==> config.mk <==
export PLATFORM = sky130hd
export DESIGN_NAME = ptfb_datapath
export DESIGN_NICKNAME = d
export VERILOG_FILES = /design/src/design/ptfb_pkg.sv /design/src/design/ptfb_div.sv /design/src/design/ptfb_datapath.sv
export SDC_FILE = /design/constraint.sdc
export NUM_CORES = 2
export LEC_CHECK = 0
export BUFFER_PORTS_ARGS = -buffer_cell sky130_fd_sc_hd__buf_2
export CAP_MARGIN = 5
export CORE_UTILIZATION = 30
export CTS_CLUSTER_SIZE = 16
export DETAILED_ROUTE_END_ITERATION = 8
export PLACE_DENSITY = 0.41
export SETUP_SLACK_MARGIN = 0.02
export SYNTH_ARGS = -nofsm -noshare
export SYNTH_HDL_FRONTEND = slang
export SYNTH_HIERARCHICAL = 1
export SYNTH_SLANG_ARGS = --single-unit
==> constraint.sdc <==
create_clock -name clk -period 6.6 [get_ports clk]
set_input_delay 1.98 -clock clk [delete_from_list [all_inputs] [get_ports clk]]
set_output_delay 1.98 -clock clk [all_outputs]
set_load 0.1 [all_outputs]
==> src/design/ptfb_pkg.sv <==
// Shared types and constants for the planar texture coordinate block.
package ptfb_pkg;

	localparam int CW   = 32;
	localparam int FRAC = 16;
	localparam int QW   = FRAC + 1;
	localparam int NW   = CW + FRAC + 1;
	localparam int SW   = $clog2(QW);

	typedef enum logic [2:0] {
		ST_LOAD,
		ST_READ,
		ST_NUMS,
		ST_INIT,
		ST_DIV,
		ST_OUT
	} state_t;

	typedef struct packed {
		logic accept;
		logic rd_clr;
		logic rd_en;
		logic num_ld;
		logic div_init;
		logic div_step;
		logic rd_next;
		logic run_end;
	} cmd_t;

	typedef struct packed {
		logic div_done;
		logic last_idx;
	} sts_t;

endpackage

==> src/design/ptfb_div.sv <==
// Restoring divider lane: a rounded Q1.16 ratio, one quotient bit per step cycle.
module ptfb_div import ptfb_pkg::*; (
	input  logic          clk,
	input  logic          init,
	input  logic          step,
	input  logic [CW-1:0] num,
	input  logic [CW-1:0] den,
	output logic [QW-1:0] quot
);

	logic [NW-1:0] dividend;
	logic [CW-1:0] rem_q;
	logic [QW-1:0] low_q;
	logic [QW-1:0] quot_q;
	logic [CW:0]   trial;
	logic [CW:0]   diff;
	logic          ge;

	assign dividend = {1'b0, num, {FRAC{1'b0}}} + NW'(den >> 1);
	assign trial    = {rem_q, low_q[QW-1]};
	assign diff     = trial - {1'b0, den};
	assign ge       = trial >= {1'b0, den};

	always_ff @(posedge clk) begin
		if (init) begin
			rem_q <= dividend[NW-1:QW];
			low_q <= dividend[QW-1:0];
		end else if (step) begin
			rem_q  <= ge ? diff[CW-1:0] : trial[CW-1:0];
			low_q  <= {low_q[QW-2:0], 1'b0};
			quot_q <= {quot_q[QW-2:0], ge};
		end
	end

	assign quot = quot_q;

endmodule

==> src/design/ptfb_datapath.sv <==
// Vertex store, bounding box, extents, divider lanes and result fields.
module ptfb_datapath import ptfb_pkg::*; #(
	parameter int MAX_VERTICES = 64
) (
	input  logic               clk,
	input  logic               arst_n,
	input  cmd_t               cmd,
	output sts_t               sts,
	input  logic signed [31:0] pos_x,
	input  logic signed [31:0] pos_y,
	output logic [QW-1:0]      tex_u,
	output logic [QW-1:0]      tex_v,
	output logic               zero_extent,
	output logic               capacity_exceeded,
	output logic               last_coord
);

	localparam int AW   = (MAX_VERTICES > 1) ? $clog2(MAX_VERTICES) : 1;
	localparam int CNTW = $clog2(MAX_VERTICES + 1);

	logic [2*CW-1:0]      mem [MAX_VERTICES];
	logic [2*CW-1:0]      rd_data_q;
	logic [CNTW-1:0]      count_q;
	logic                 ovf_q;
	logic [AW-1:0]        rd_idx_q;
	logic signed [CW-1:0] min_x_q, max_x_q, min_y_q, max_y_q;
	logic [CW-1:0]        ext_x_q, ext_y_q;
	logic [CW-1:0]        num_x_q, num_y_q;
	logic                 full;
	logic signed [CW:0]   dx, dy, nx, ny;
	logic signed [CW-1:0] rd_x, rd_y;
	logic [QW-1:0]        quot_u, quot_v;

	assign full = count_q == CNTW'(MAX_VERTICES);
	assign rd_x = rd_data_q[2*CW-1:CW];
	assign rd_y = rd_data_q[CW-1:0];
	assign dx   = {max_x_q[CW-1], max_x_q} - {min_x_q[CW-1], min_x_q};
	assign dy   = {max_y_q[CW-1], max_y_q} - {min_y_q[CW-1], min_y_q};
	assign nx   = {max_x_q[CW-1], max_x_q} - {rd_x[CW-1], rd_x};
	assign ny   = {max_y_q[CW-1], max_y_q} - {rd_y[CW-1], rd_y};

	always_ff @(posedge clk or negedge arst_n) begin
		if (!arst_n) begin
			count_q  <= '0;
			ovf_q    <= 1'b0;
			rd_idx_q <= '0;
		end else begin
			if (cmd.run_end) begin
				count_q <= '0;
				ovf_q   <= 1'b0;
			end else if (cmd.accept) begin
				if (full) begin
					ovf_q <= 1'b1;
				end else begin
					count_q <= count_q + CNTW'(1);
				end
			end
			if (cmd.rd_clr) begin
				rd_idx_q <= '0;
			end else if (cmd.rd_next) begin
				rd_idx_q <= rd_idx_q + AW'(1);
			end
		end
	end

	always_ff @(posedge clk) begin
		if (cmd.accept && !full) begin
			mem[count_q[AW-1:0]] <= {pos_x, pos_y};
			if (count_q == '0) begin
				min_x_q <= pos_x;
				max_x_q <= pos_x;
				min_y_q <= pos_y;
				max_y_q <= pos_y;
			end else begin
				if (pos_x < min_x_q) min_x_q <= pos_x;
				if (pos_x > max_x_q) max_x_q <= pos_x;
				if (pos_y < min_y_q) min_y_q <= pos_y;
				if (pos_y > max_y_q) max_y_q <= pos_y;
			end
		end
	end

	always_ff @(posedge clk) begin
		if (cmd.rd_en) begin
			rd_data_q <= mem[rd_idx_q];
			ext_x_q   <= dx[CW-1:0];
			ext_y_q   <= dy[CW-1:0];
		end
		if (cmd.num_ld) begin
			num_x_q <= nx[CW-1:0];
			num_y_q <= ny[CW-1:0];
		end
	end

	ptfb_div u_div_u (
		.clk  (clk),
		.init (cmd.div_init),
		.step (cmd.div_step),
		.num  (num_x_q),
		.den  (ext_x_q),
		.quot (quot_u)
	);

	ptfb_div u_div_v (
		.clk  (clk),
		.init (cmd.div_init),
		.step (cmd.div_step),
		.num  (num_y_q),
		.den  (ext_y_q),
		.quot (quot_v)
	);

	assign tex_u             = (ext_x_q == '0) ? '0 : quot_u;
	assign tex_v             = (ext_y_q == '0) ? '0 : quot_v;
	assign zero_extent       = (ext_x_q == '0) || (ext_y_q == '0);
	assign capacity_exceeded = ovf_q;
	assign last_coord        = sts.last_idx;

	assign sts.last_idx = CNTW'(rd_idx_q) == (count_q - CNTW'(1));
	assign sts.div_done = 1'b0;

endmodule

==> impl_metrics.py <==
metrics = {
    "route": {
        "dr.pass1.iters": 5,
        "ant_nets": 0,
        "wirelength_um": 634000,
        "viasPerCell": 5.29,
        "vias": 96500,
        "wl_per_cell_um": 34.8,
        "drtIter0Drc": 10400,
        "drcViolationCount": 0,
    },
    "pwr": {
        "power_leakage_nw": 68.7,
        "p_per_area_mw_per_mm2": 328,
        "peakVddDrop_mv": 0.286,
    },
    "synth": {
        "synth_area_leaders": "edfxtp_1 (73%), mux4_2 (16%), ha_1 (2.3%)",
        "syn_nets": 9355,
        "synthArstFlopShare": 0.00307,
        "synth_top_area_frac": 0.731,
        "synth_area_leader_cell": "edfxtp_1",
        "ys_seq_area_frac": 0.732,
        "ys_ff_latch": 4562,
        "synth-main-ff-cell": "edfxtp_1",
        "avgSynthCellArea_sq_um": 20.9,
        "netlist_instances": 8926,
        "synth_edf_count": 4548,
        "yosysWarnings": 6,
        "synth_area_sq_mm": 0.187,
        "synth_cell_types": 93,
    },
    "worst_hold_path": {
        "hold_class": "flop to flop",
    },
    "timing": {
        "slew_violations": 0,
        "fmax_mhz": 162,
        "hold_violations": 0,
        "setup_viol": 0,
        "setup_tns_ns": 0,
        "max_slew_margin": 0.194,
        "tightest_slew_ns": 1.21,
        "rsz0062_at_grt": "false",
        "worst_slack_ns": 0.415,
        "worst_clock_skew_ns": 0.0869,
        "fin_hold_ws_ns": 0.439,
        "period_share": 0.937,
        "fin_crit_ns": 6.19,
    },
    "grt": {
        "grt_pass1_wl_um": 859000,
        "grt_max_degree": 124,
        "met2_usage": 0.312,
        "grt_overflow_total": 0,
        "grt.total_usage": 0.198,
        "grt_pass1_vias": 96900,
        "antenna_found_initial": 75,
        "grt.met3_usage": 0.0282,
        "use_met1": 0.296,
        "top_usage_layer": "met2",
    },
    "floorplanning": {
        "die_x_um": 791,
        "rows": 289,
        "coreArea_sq_mm": 0.620,
        "dieArea_sq_mm": 0.626,
        "start_util": 0.301,
        "die_y_um": 791,
        "io_pins": 113,
    },
    "finish": {
        "final_area_sq_mm": 0.218,
        "multi_input_area_sq_mm": 0.0476,
        "fin_nets": 9949,
        "final_cell_mix": "edfxtp_1 (4,548), mux4_2 (1,344), clkbuf_16 (551)",
        "final_util": 0.351,
        "layout-drive-gt1-share": 0.266,
        "syn2layout_area_growth_pct": 16.4,
        "fill_cells": 57300,
        "regArea_sq_mm": 0.137,
        "final_common_cell": "edfxtp_1",
    },
    "cts": {
        "cts_setup_buffers": 0,
        "ctsLongestPathBuffers": 4,
        "h-tree-depth": 6,
        "cts-resized-gates": 0,
        "cts-root-buf": "clkbuf_16",
        "cts_sinks": 4562,
        "clk_latency_ns": 1.10,
        "cts_tree": "done",
        "numCtsBuffers": 538,
        "cts.clk_slew.worst_paths_ns": 0.05,
        "postCtsHoldBufs": 0,
    },
    "job": {
        "cap_violations": 0,
    },
    "critical_path": {
        "critPathKind": "flop to output port",
        "endpoint_kind": "output port",
        "cp.required_ns": 4.62,
        "cp_max_fo": 13,
        "arrival_ns": 4.21,
        "critical_path.startpoint_type": "flop",
    },
    "place": {
        "place_area_sq_mm": 0.201,
        "gp_congestion": 0.839,
        "numPortBuffers": 111,
        "dp_slack_ns": 0.994,
        "dp_hpwl_um": 367000,
    },
    "outcome": {
        "status": "finished, final reports clean",
    },
}
==> through the flow <==
step	std cells	total power, mW
after detailed placement	17300	43.2
after floorplan	8926	39.9
after global routing	18200	73.9
after global placement	17300	43.1
after CTS	18200	72.1
final	18200	71.3
==> path summary, 6_finish.rpt <==
| path | slack [ns] | startpoint | depth (start not counted) | endpoint |
|---|---|---|---|---|
| max reg2reg | 1.56 | count_q[3] | 9 | mem[62][31] |
| max | 0.41 | count_q[3] | 7 | last_coord |
| min reg2reg | 0.44 | u_div_u/quot[0] | 0 | u_div_u/quot[1] |
| min | 0.44 | u_div_u/quot[0] | 0 | u_div_u/quot[1] |
| max in group asynchronous | 5.30 | arst_n | 1 | count_q[6] |
| min in group asynchronous | 0.86 | arst_n | 1 | rd_idx_q[0] |
==> area by class of cell <==
cell class / instances / share of cell area
Clock buffer: 678 / 0.0656
Multi-Input combinational cell: 3648 / 0.219
Tap cell: 8293 / 0.0477
Sequential cell: 4562 / 0.629
Clock inverter: 267 / 0.0116
Antenna cell: 27 / 0.000311
Inverter: 336 / 0.00581
Timing Repair Buffer: 434 / 0.0207
==> synthesized netlist by cell type (9+ instances only) <==
master and n:
nand4_1 75, o221ai_1 9, nand2_1 168, mux2_2 35, o21a_1 37, a31oi_1 31
o211ai_1 19, ha_1 347, o21ai_0 148, nand3_1 66, and2_1 12, nor2b_1 66
edfxtp_1 4548, or3_1 15, dfrtp_1 14, a21boi_0 12, a22oi_1 10, a21oi_1 257
inv_1 334, nor2_1 217, buf_1 32, and3_1 28, o21bai_1 25, xnor2_1 136
or2_2 14, xor2_1 88, a21o_1 130, a211oi_1 25, nor3b_1 10, nand2b_1 32
mux2i_1 55, and4_1 10, a2111oi_0 13, nor3_1 40, buf_2 115, mux4_2 1344
clkbuf_1 221, a211o_1 9, nor4_1 25
==> worst max-delay path, cell delays in order, from the launching register on <==
cell and delay (ns):
dfrtp_1 0.52, or3_1 0.83, nor3b_2 0.32, buf_4 0.27, nand2_1 0.14, a2111oi_2 0.34, buf_4 0.25, buf_2 0.45
==> logic make-up (layout without fill, tap and decap cells) <==
group	after synthesis	after routing	share of synthesized area
xor+xnor	224	224	0.0105
other cells	1	28	0.0000201
fa+ha+maj	355	355	0.0241
flops	4562	4562	0.732
simple gates	800	800	0.0214
buf+inv	716	1715	0.0156
compound gates	834	834	0.0290
mux	1434	1434	0.167
==> routing by layer <==
layer	vias to the layer above	wire, um
li1	38600	-
met1	53800	293000
met2	3258	293000
met3	738	35800
met4	16	12400
met5	-	109
==> report_power, final <==
part | total [mW] | internal, mW | switching [mW]
combinational | 9.35 | 3.77 | 5.58
clock | 28.8 | 16.7 | 12.1
sequential | 33.2 | 32.7 | 0.483
total | 71.3 | 53.2 | 18.1
==> registers in the layout, summed over array words and instances, names as in the netlist <==
signal / cells
rd_idx_q: 6
capacity_exceeded: 1
ext_x_q: 32
u_div_u/rem_q: 32
num_x_q: 32
ext_y_q: 32
min_y_q: 32
mem: 4096
u_div_v/quot: 17
u_div_u/quot: 17
max_y_q: 32
rd_data_q: 64
u_div_v/low_q: 17
num_y_q: 32
u_div_u/low_q: 17
count_q: 7
min_x_q: 32
max_x_q: 32
u_div_v/rem_q: 32
Power figures use the tool's default switching activity.
