## src/design/ptfb_pkg.sv

```systemverilog
// Shared types and constants for the planar texture coordinate block.
package ptfb_pkg;

	localparam int CW   = 32;
	localparam int FRAC = 16;
	localparam int QW   = FRAC + 1;
	localparam int NW   = CW + FRAC + 1;
	localparam int SW   = $clog2(QW);

	typedef enum logic [2:0] {
		ST_LOAD,
		ST_READ,
		ST_NUMS,
		ST_INIT,
		ST_DIV,
		ST_OUT
	} state_t;

	typedef struct packed {
		logic accept;
		logic rd_clr;
		logic rd_en;
		logic num_ld;
		logic div_init;
		logic div_step;
		logic rd_next;
		logic run_end;
	} cmd_t;

	typedef struct packed {
		logic div_done;
		logic last_idx;
	} sts_t;

endpackage

```

## src/design/ptfb_ctrl.sv

```systemverilog
// Controller state machine sequencing loading, store reads, division and output.
module ptfb_ctrl import ptfb_pkg::*; (
	input  logic clk,
	input  logic arst_n,
	input  logic in_valid,
	input  logic last_vertex,
	input  logic out_stall,
	input  sts_t sts,
	output cmd_t cmd,
	output logic in_stall,
	output logic out_valid
);

	state_t        state_q, state_d;
	logic [SW-1:0] step_q;
	logic          step_done;

	assign step_done = step_q == SW'(QW - 1);

	always_ff @(posedge clk or negedge arst_n) begin
		if (!arst_n) begin
			state_q <= ST_LOAD;
			step_q  <= '0;
		end else begin
			state_q <= state_d;
			if (state_q == ST_INIT) begin
				step_q <= '0;
			end else if (state_q == ST_DIV) begin
				step_q <= step_q + SW'(1);
			end
		end
	end

	always_comb begin
		state_d   = state_q;
		cmd       = '0;
		in_stall  = 1'b1;
		out_valid = 1'b0;
		case (state_q)
			ST_LOAD: begin
				in_stall   = 1'b0;
				cmd.accept = in_valid;
				if (in_valid && last_vertex) begin
					cmd.rd_clr = 1'b1;
					state_d    = ST_READ;
				end
			end
			ST_READ: begin
				cmd.rd_en = 1'b1;
				state_d   = ST_NUMS;
			end
			ST_NUMS: begin
				cmd.num_ld = 1'b1;
				state_d    = ST_INIT;
			end
			ST_INIT: begin
				cmd.div_init = 1'b1;
				state_d      = ST_DIV;
			end
			ST_DIV: begin
				cmd.div_step = 1'b1;
				if (step_done || sts.div_done) begin
					state_d = ST_OUT;
				end
			end
			ST_OUT: begin
				out_valid = 1'b1;
				if (!out_stall) begin
					if (sts.last_idx) begin
						cmd.run_end = 1'b1;
						state_d     = ST_LOAD;
					end else begin
						cmd.rd_next = 1'b1;
						state_d     = ST_READ;
					end
				end
			end
			default: begin
				state_d = ST_LOAD;
			end
		endcase
	end

endmodule

```

## config.mk

```make
export PLATFORM = sky130hd
export DESIGN_NAME = ptfb_ctrl
export DESIGN_NICKNAME = d
export VERILOG_FILES = /design/src/design/ptfb_pkg.sv /design/src/design/ptfb_ctrl.sv
export SDC_FILE = /design/constraint.sdc
export NUM_CORES = 1
export LEC_CHECK = 0
export ABC_AREA = 0
export BUFFER_PORTS_ARGS = -buffer_cell sky130_fd_sc_hd__buf_2
export CAP_MARGIN = 0
export CORE_UTILIZATION = 40
export DETAILED_ROUTE_END_ITERATION = 10
export PLACE_DENSITY_LB_ADDON = 0.2
export SLEW_MARGIN = 20
export SYNTH_ARGS = -nofsm -noshare
export SYNTH_HDL_FRONTEND = slang
export SYNTH_SLANG_ARGS = --single-unit
```

## constraint.sdc

```tcl
create_clock -name clk -period 1.6 [get_ports clk]
set_input_delay 0.32 -clock clk [delete_from_list [all_inputs] [get_ports clk]]
set_output_delay 0.32 -clock clk [all_outputs]
set_load 0.005 [all_outputs]
```

==> out/qor.yml, run 1 <==
outcome:
  status: "finished with violations"
  violations: "negative setup slack"
route:
  initialDrtViolationCount: 12
  highest_layer: "met4"
  route.met2.wl_microns: 610
  dr.pass1.iters: 4
  vias: 506
  post_drt_via_cell_ratio: 5.38
  drc: 0
  drt-total-wl_microns: 1290
  met3_length_microns: 67
  drt-met1-wl_microns: 586
  drtAntennaViolNets: 0
  post_drt_wl_per_cell_microns: 13.8
grt:
  grt_pass1_vias: 389
  antenna_found_initial: 0
  grt_max_degree: 13
  grt_usage: 0.191
  grt_pass1_wl_microns: 1750
  grt_overflow: 0
critical_path:
  worstPathRequired_ps: 1280
  crit_path_max_fanout: 5
  crit_type: "reg -> out"
  cp_slowest_stage_delay_ps: 450
  start_kind: "flop"
  cp_num_buf_inv: 1
  cp.depth: 3
  cp_cell_sequence: "or3_4, nor2_1, buf_2"
  critical_path_arrival_ps: 1310
  worst_r2r_path_depth: 5
  end_kind: "primary output"
  critical-path-top-delay-family: "simple AND/OR/NAND/NOR gates"
  slowest_stage: "dfrtp_2"
synth:
  yosys-top-cells-count: "dfrtp_1 (8), nand2_1 (7), inv_1 (6)"
  syn_inst: 56
  synth-main-ff-cell: "dfrtp_1"
  synth_top_area_cell: "dfrtp_1"
  mappedNetlistNets: 65
  async_reset_ff_frac: 1.00
  synth_cell_type_count: 25
  synth_seq_cells: 8
  synth_area_leaders: "dfrtp_1 (38%), mux2i_1 (5.8%), nand2_1 (5.0%), ha_1 (4.8%), buf_6 (4.3%)"
  synth_area_sq_um: 520
  synth-edff-count: 0
  synth_top_area_share: 0.385
  synth.avg_cell_area_sq_um: 9.29
  yosys_warnings: 0
  yosysMostFrequentCell: "dfrtp_1"
  ys_seq_area_frac: 0.385
clocking:
  htreeDepth: 1
  clk_path_buf_depth: 2
  clk_latency_ps: 270
  cts_root_buf: "clkbuf_4"
  numCtsBuffers: 3
  tritoncts: "built"
  path_clk_slew_ps: 50
  clock-sinks: 8
timing:
  fin_crit_sh: 1.02
  hold_viol: 0
  relSlewSlack: 0.781
  period_needed_ps: 1630
  max_freq_mhz: 612
  skew_ps: 8.23
  drv_slew: 0
  worstMarginPinSlew_ps: 324
  finalHoldWorstSlack_ps: 344
  rsz0062_at_grt: "true"
  setup_viol: 3
  fin_ws_ps: -32.8
floorplan:
  io_pins: 17
  start_util: 0.450
  dieArea_sq_um: 1450
  fp.dieH_microns: 38.1
  rows: 12
  die_x_microns: 38.1
  coreArea_sq_um: 1160
hold_path:
  holdPathStages: 3
  hp-class: "in -> reg"
run:
  cap_violations: 0
finish:
  drive_above_1_share: 0.450
  area_delta_synth_final_pct: 33.4
  fin_util: 0.601
  fin_cells: 94
  nets: 91
  antenna_cells: 0
  stdcell_area_sq_um: 694
placement:
  place_congestion: 0.772
  port_buffers: 16
  hpwl_microns: 721
  dp_cells: 84
  dpl_cell_area_sq_um: 598
pwr:
  ir_drop_v: 0.000832
  power_density_nw_per_um2: 1600
  power.leakage_nw: 0.371
[report_power, final]
part           internal, mW  total (mW)  switching [mW]
logic                 0.305       0.570           0.265
registers             0.276       0.374          0.0977
clock network        0.0865       0.165          0.0789
[cells by family (layout without fill, tap and decap cells)]
logic type / after synthesis / after routing / share of synthesized area
adders and majority gates: 2 / 2 / 0.0481
DFF: 8 / 8 / 0.385
AOI/OAI and AO/OA: 8 / 8 / 0.0985
and+or+nand+nor: 25 / 25 / 0.293
buffers and inverters: 9 / 33 / 0.0961
muxes: 4 / 4 / 0.0793
[worst min-delay path: cells and delay by family]
kind,cells,cell delay [ps]
simple gates,1,60
buf+inv,1,140
compound gates,1,50
[final timing paths]
kind / slack [ps] / to / start
max: -30 / cmd[7] / state_q[0]
min: 340 / state_q[0] / out_stall
max reg2reg: 250 / state_q[0] / step_q[0]
min reg2reg: 490 / step_q[4] / step_q[4]
max in group asynchronous: 990 / state_q[0] / arst_n
min in group asynchronous: 420 / step_q[2] / arst_n
[area by class of cell]
cell class              instances  area (sq um)
repair buffers                 24           140
multi-input cells              39           288
fillers                        97           462
well taps                      14          17.5
flip-flops and latches          8           204
inverters                       6          22.5
clock buffers                   3          22.5
[state kept, by name (all words and copies together), names as in the netlist]
name / flops
state_q: 3
step_q: 5
[layout by cell type, fill, tap and decap left out]
cell type / count
mux2i_1: 3
a21o_1: 1
clkbuf_4: 3
nor3_2: 1
nor3_1: 2
nor3b_1: 1
o21ai_0: 3
nor3b_4: 1
ha_1: 2
buf_2: 16
nand2_1: 7
dfrtp_2: 3
nor4b_1: 1
or2_2: 1
nor2b_1: 1
clkbuf_2: 1
nor3b_2: 1
inv_1: 5
a21oi_1: 1
a211o_1: 1
nand3_1: 1
or3_4: 1
nand3b_1: 2
buf_4: 6
nand4_1: 2
nor4bb_1: 1
o31ai_1: 2
dfrtp_1: 5
nor2_2: 1
mux2_1: 1
nor2_1: 1
inv_2: 1
dlygate4sd3_1: 1
[timing repair]
item                                   4_1_cts  5_1_grt
pin swaps                                    2        1
resized for setup                            4        4
hold buffers                                 1        0
endpoints found under the hold margin        8        0
buffers inserted                             4        2
cloned                                       0        0
setup endpoints to repair                    6        7
[stage by stage]
stage / setup TNS (ps) / setup WS [ps] / total power, mW
2_1_floorplan: 0 / 247 / 0.695
3_3_place_gp: 0 / 183 / 0.780
3_5_place_dp: 0 / 175 / 0.783
4_1_cts: -37.7 / -19.5 / 1.04
5_1_grt: -245 / -81.8 / 1.19
6_report: -65.6 / -32.8 / 1.11
[layer usage]
metal | GRT usage | vias up
li1 | - | 243
met1 | 0.225 | 243
met2 | 0.271 | 16
met3 | 0.0872 | 4
met4 | 0.134 | 0
met5 | 0 | -
Power figures use the tool's default switching activity.
==> run 2, diff against run 1 <==
--- a/config.mk
+++ b/config.mk
@@ -11,6 +11,7 @@
 export CORE_UTILIZATION = 40
 export DETAILED_ROUTE_END_ITERATION = 10
 export PLACE_DENSITY_LB_ADDON = 0.2
+export SKIP_LAST_GASP = 1
 export SLEW_MARGIN = 20
 export SYNTH_ARGS = -nofsm -noshare
 export SYNTH_HDL_FRONTEND = slang
==> constraint.sdc (replaced) <==
create_clock -name clk -period 1.67 [get_ports clk]
set_input_delay 0.334 -clock clk [delete_from_list [all_inputs] [get_ports clk]]
set_output_delay 0.334 -clock clk [all_outputs]
set_load 0.005 [all_outputs]
==> out/qor.yml, run 2 (synthesis results as in run 1) <==
outcome:
  status: "finished, final reports clean"
clocking:
  htreeDepth: 1
  path_clk_slew_ps: 50
  cts_root_buf: "clkbuf_4"
  clk_latency_ps: 250
  clk_path_buf_depth: 2
  tritoncts: "built"
  numCtsBuffers: 3
  clock-sinks: 8
timing:
  hold_viol: 0
  rsz0062_at_grt: "true"
  fin_crit_sh: 0.975
  setup_viol: 0
  relSlewSlack: 0.806
  max_freq_mhz: 614
  skew_ps: 1.60
  period_needed_ps: 1630
  fin_tns_setup_ps: 0
  drv_slew: 0
  worstMarginPinSlew_ps: 287
floorplan:
  coreArea_sq_um: 1160
  dieArea_sq_um: 1450
  die_x_microns: 38.1
  rows: 12
  io_pins: 17
  start_util: 0.450
  fp.dieH_microns: 38.1
finish:
  area_delta_synth_final_pct: 32.0
  fin_util: 0.594
  n_fill_cell: 105
  nets: 89
  top_register: "step_q"
  drive_above_1_share: 0.397
  reg_top3: "step_q: 5 flops, state_q: 3 flops"
  antenna_cells: 0
  final_cell_mix: "buf_2 (16), nand2_1 (7), inv_1 (6)"
  final_common_cell: "buf_2"
  largest_reg_flops: 5
critical_path:
  worstPathRequired_ps: 1340
  start_kind: "flop"
  end_kind: "primary output"
  crit_path_max_fanout: 7
  worst_r2r_path_depth: 5
  critical_path_arrival_ps: 1290
  crit_type: "reg -> out"
grt:
  grt_pass1_vias: 390
  grt_overflow: 0
  grt_pass1_wl_microns: 1680
  antenna_found_initial: 0
  grt_max_degree: 13
  grt_usage: 0.176
route:
  post_drt_via_cell_ratio: 4.85
  drt-total-wl_microns: 1050
  post_drt_wl_per_cell_microns: 11.4
  drc: 0
  vias: 446
  initialDrtViolationCount: 4
  drtAntennaViolNets: 0
  dr.pass1.iters: 4
pwr:
  power_density_nw_per_um2: 1490
  power.leakage_nw: 0.369
  ir_drop_v: 0.000922
hold_path:
  hp-class: "in -> reg"
  holdPathStages: 3
run:
  cap_violations: 0
placement:
  place_congestion: 0.786
  port_buffers: 16
  hpwl_microns: 748
run 2: per-layer routing:
| metal | track usage | up-vias | part of all wire |
|---|---|---|---|
| li1 | - | 244 | - |
| met1 | 0.252 | 194 | 0.54 |
| met2 | 0.225 | 8 | 0.42 |
| met3 | 0.0872 | 0 | 0.039 |
| met4 | 0.0536 | 0 | 0 |
| met5 | 0 | - | 0 |
run 2: through the flow:
| step | power (mW) | cell area (sq um) | worst slack (ps) | cells | hold WS (ps) |
|---|---|---|---|---|---|
| floorplan | 0.666 | 520 | 303 | 56 | 38.4 |
| global placement | 0.748 | 598 | 245 | 84 | 181 |
| detailed placement | 0.750 | 598 | 225 | 84 | 188 |
| CTS | 0.937 | 648 | 3.04 | 90 | 360 |
| global route | 1.13 | 687 | -35.5 | 92 | 379 |
| finish | 1.03 | 687 | 41.3 | 92 | 363 |
run 2: final timing paths:
kind	start	endpoint	slack, ps
max	state_q[0]	cmd[7]	40
min	out_stall	state_q[0]	360
min reg2reg	step_q[4]	step_q[4]	480
max reg2reg	state_q[0]	step_q[2]	170
max in group asynchronous	arst_n	state_q[0]	1030
min in group asynchronous	arst_n	step_q[4]	450
run 2: worst max-delay path, cell delays in order (launching register included):
cell and delay [ps]:
dfrtp_2 460, or3_4 390, nor2_1 90, buf_2 110
run 2: report_power, final:
part | internal, mW | switching (mW)
registers | 0.265 | 0.0995
clock network | 0.0817 | 0.0583
logic | 0.297 | 0.224
run 2: final cells by class:
cell class                      instances  area [sq um]  area share
Inverter                                6          22.5      0.0328
Multi-Input combinational cell         39           280       0.408
Timing Repair Buffer                   22           140       0.204
Tap cell                               14          17.5      0.0255
Clock buffer                            3          22.5      0.0328
Sequential cell                         8           204       0.297
run 2: repair_timing:
action,CTS,global route
setup buffers,2,2
hold buffers,1,0
gates resized for setup,2,3
endpoints found under the hold margin,8,0
endpoints found under the setup margin,2,6
pin swaps,0,2
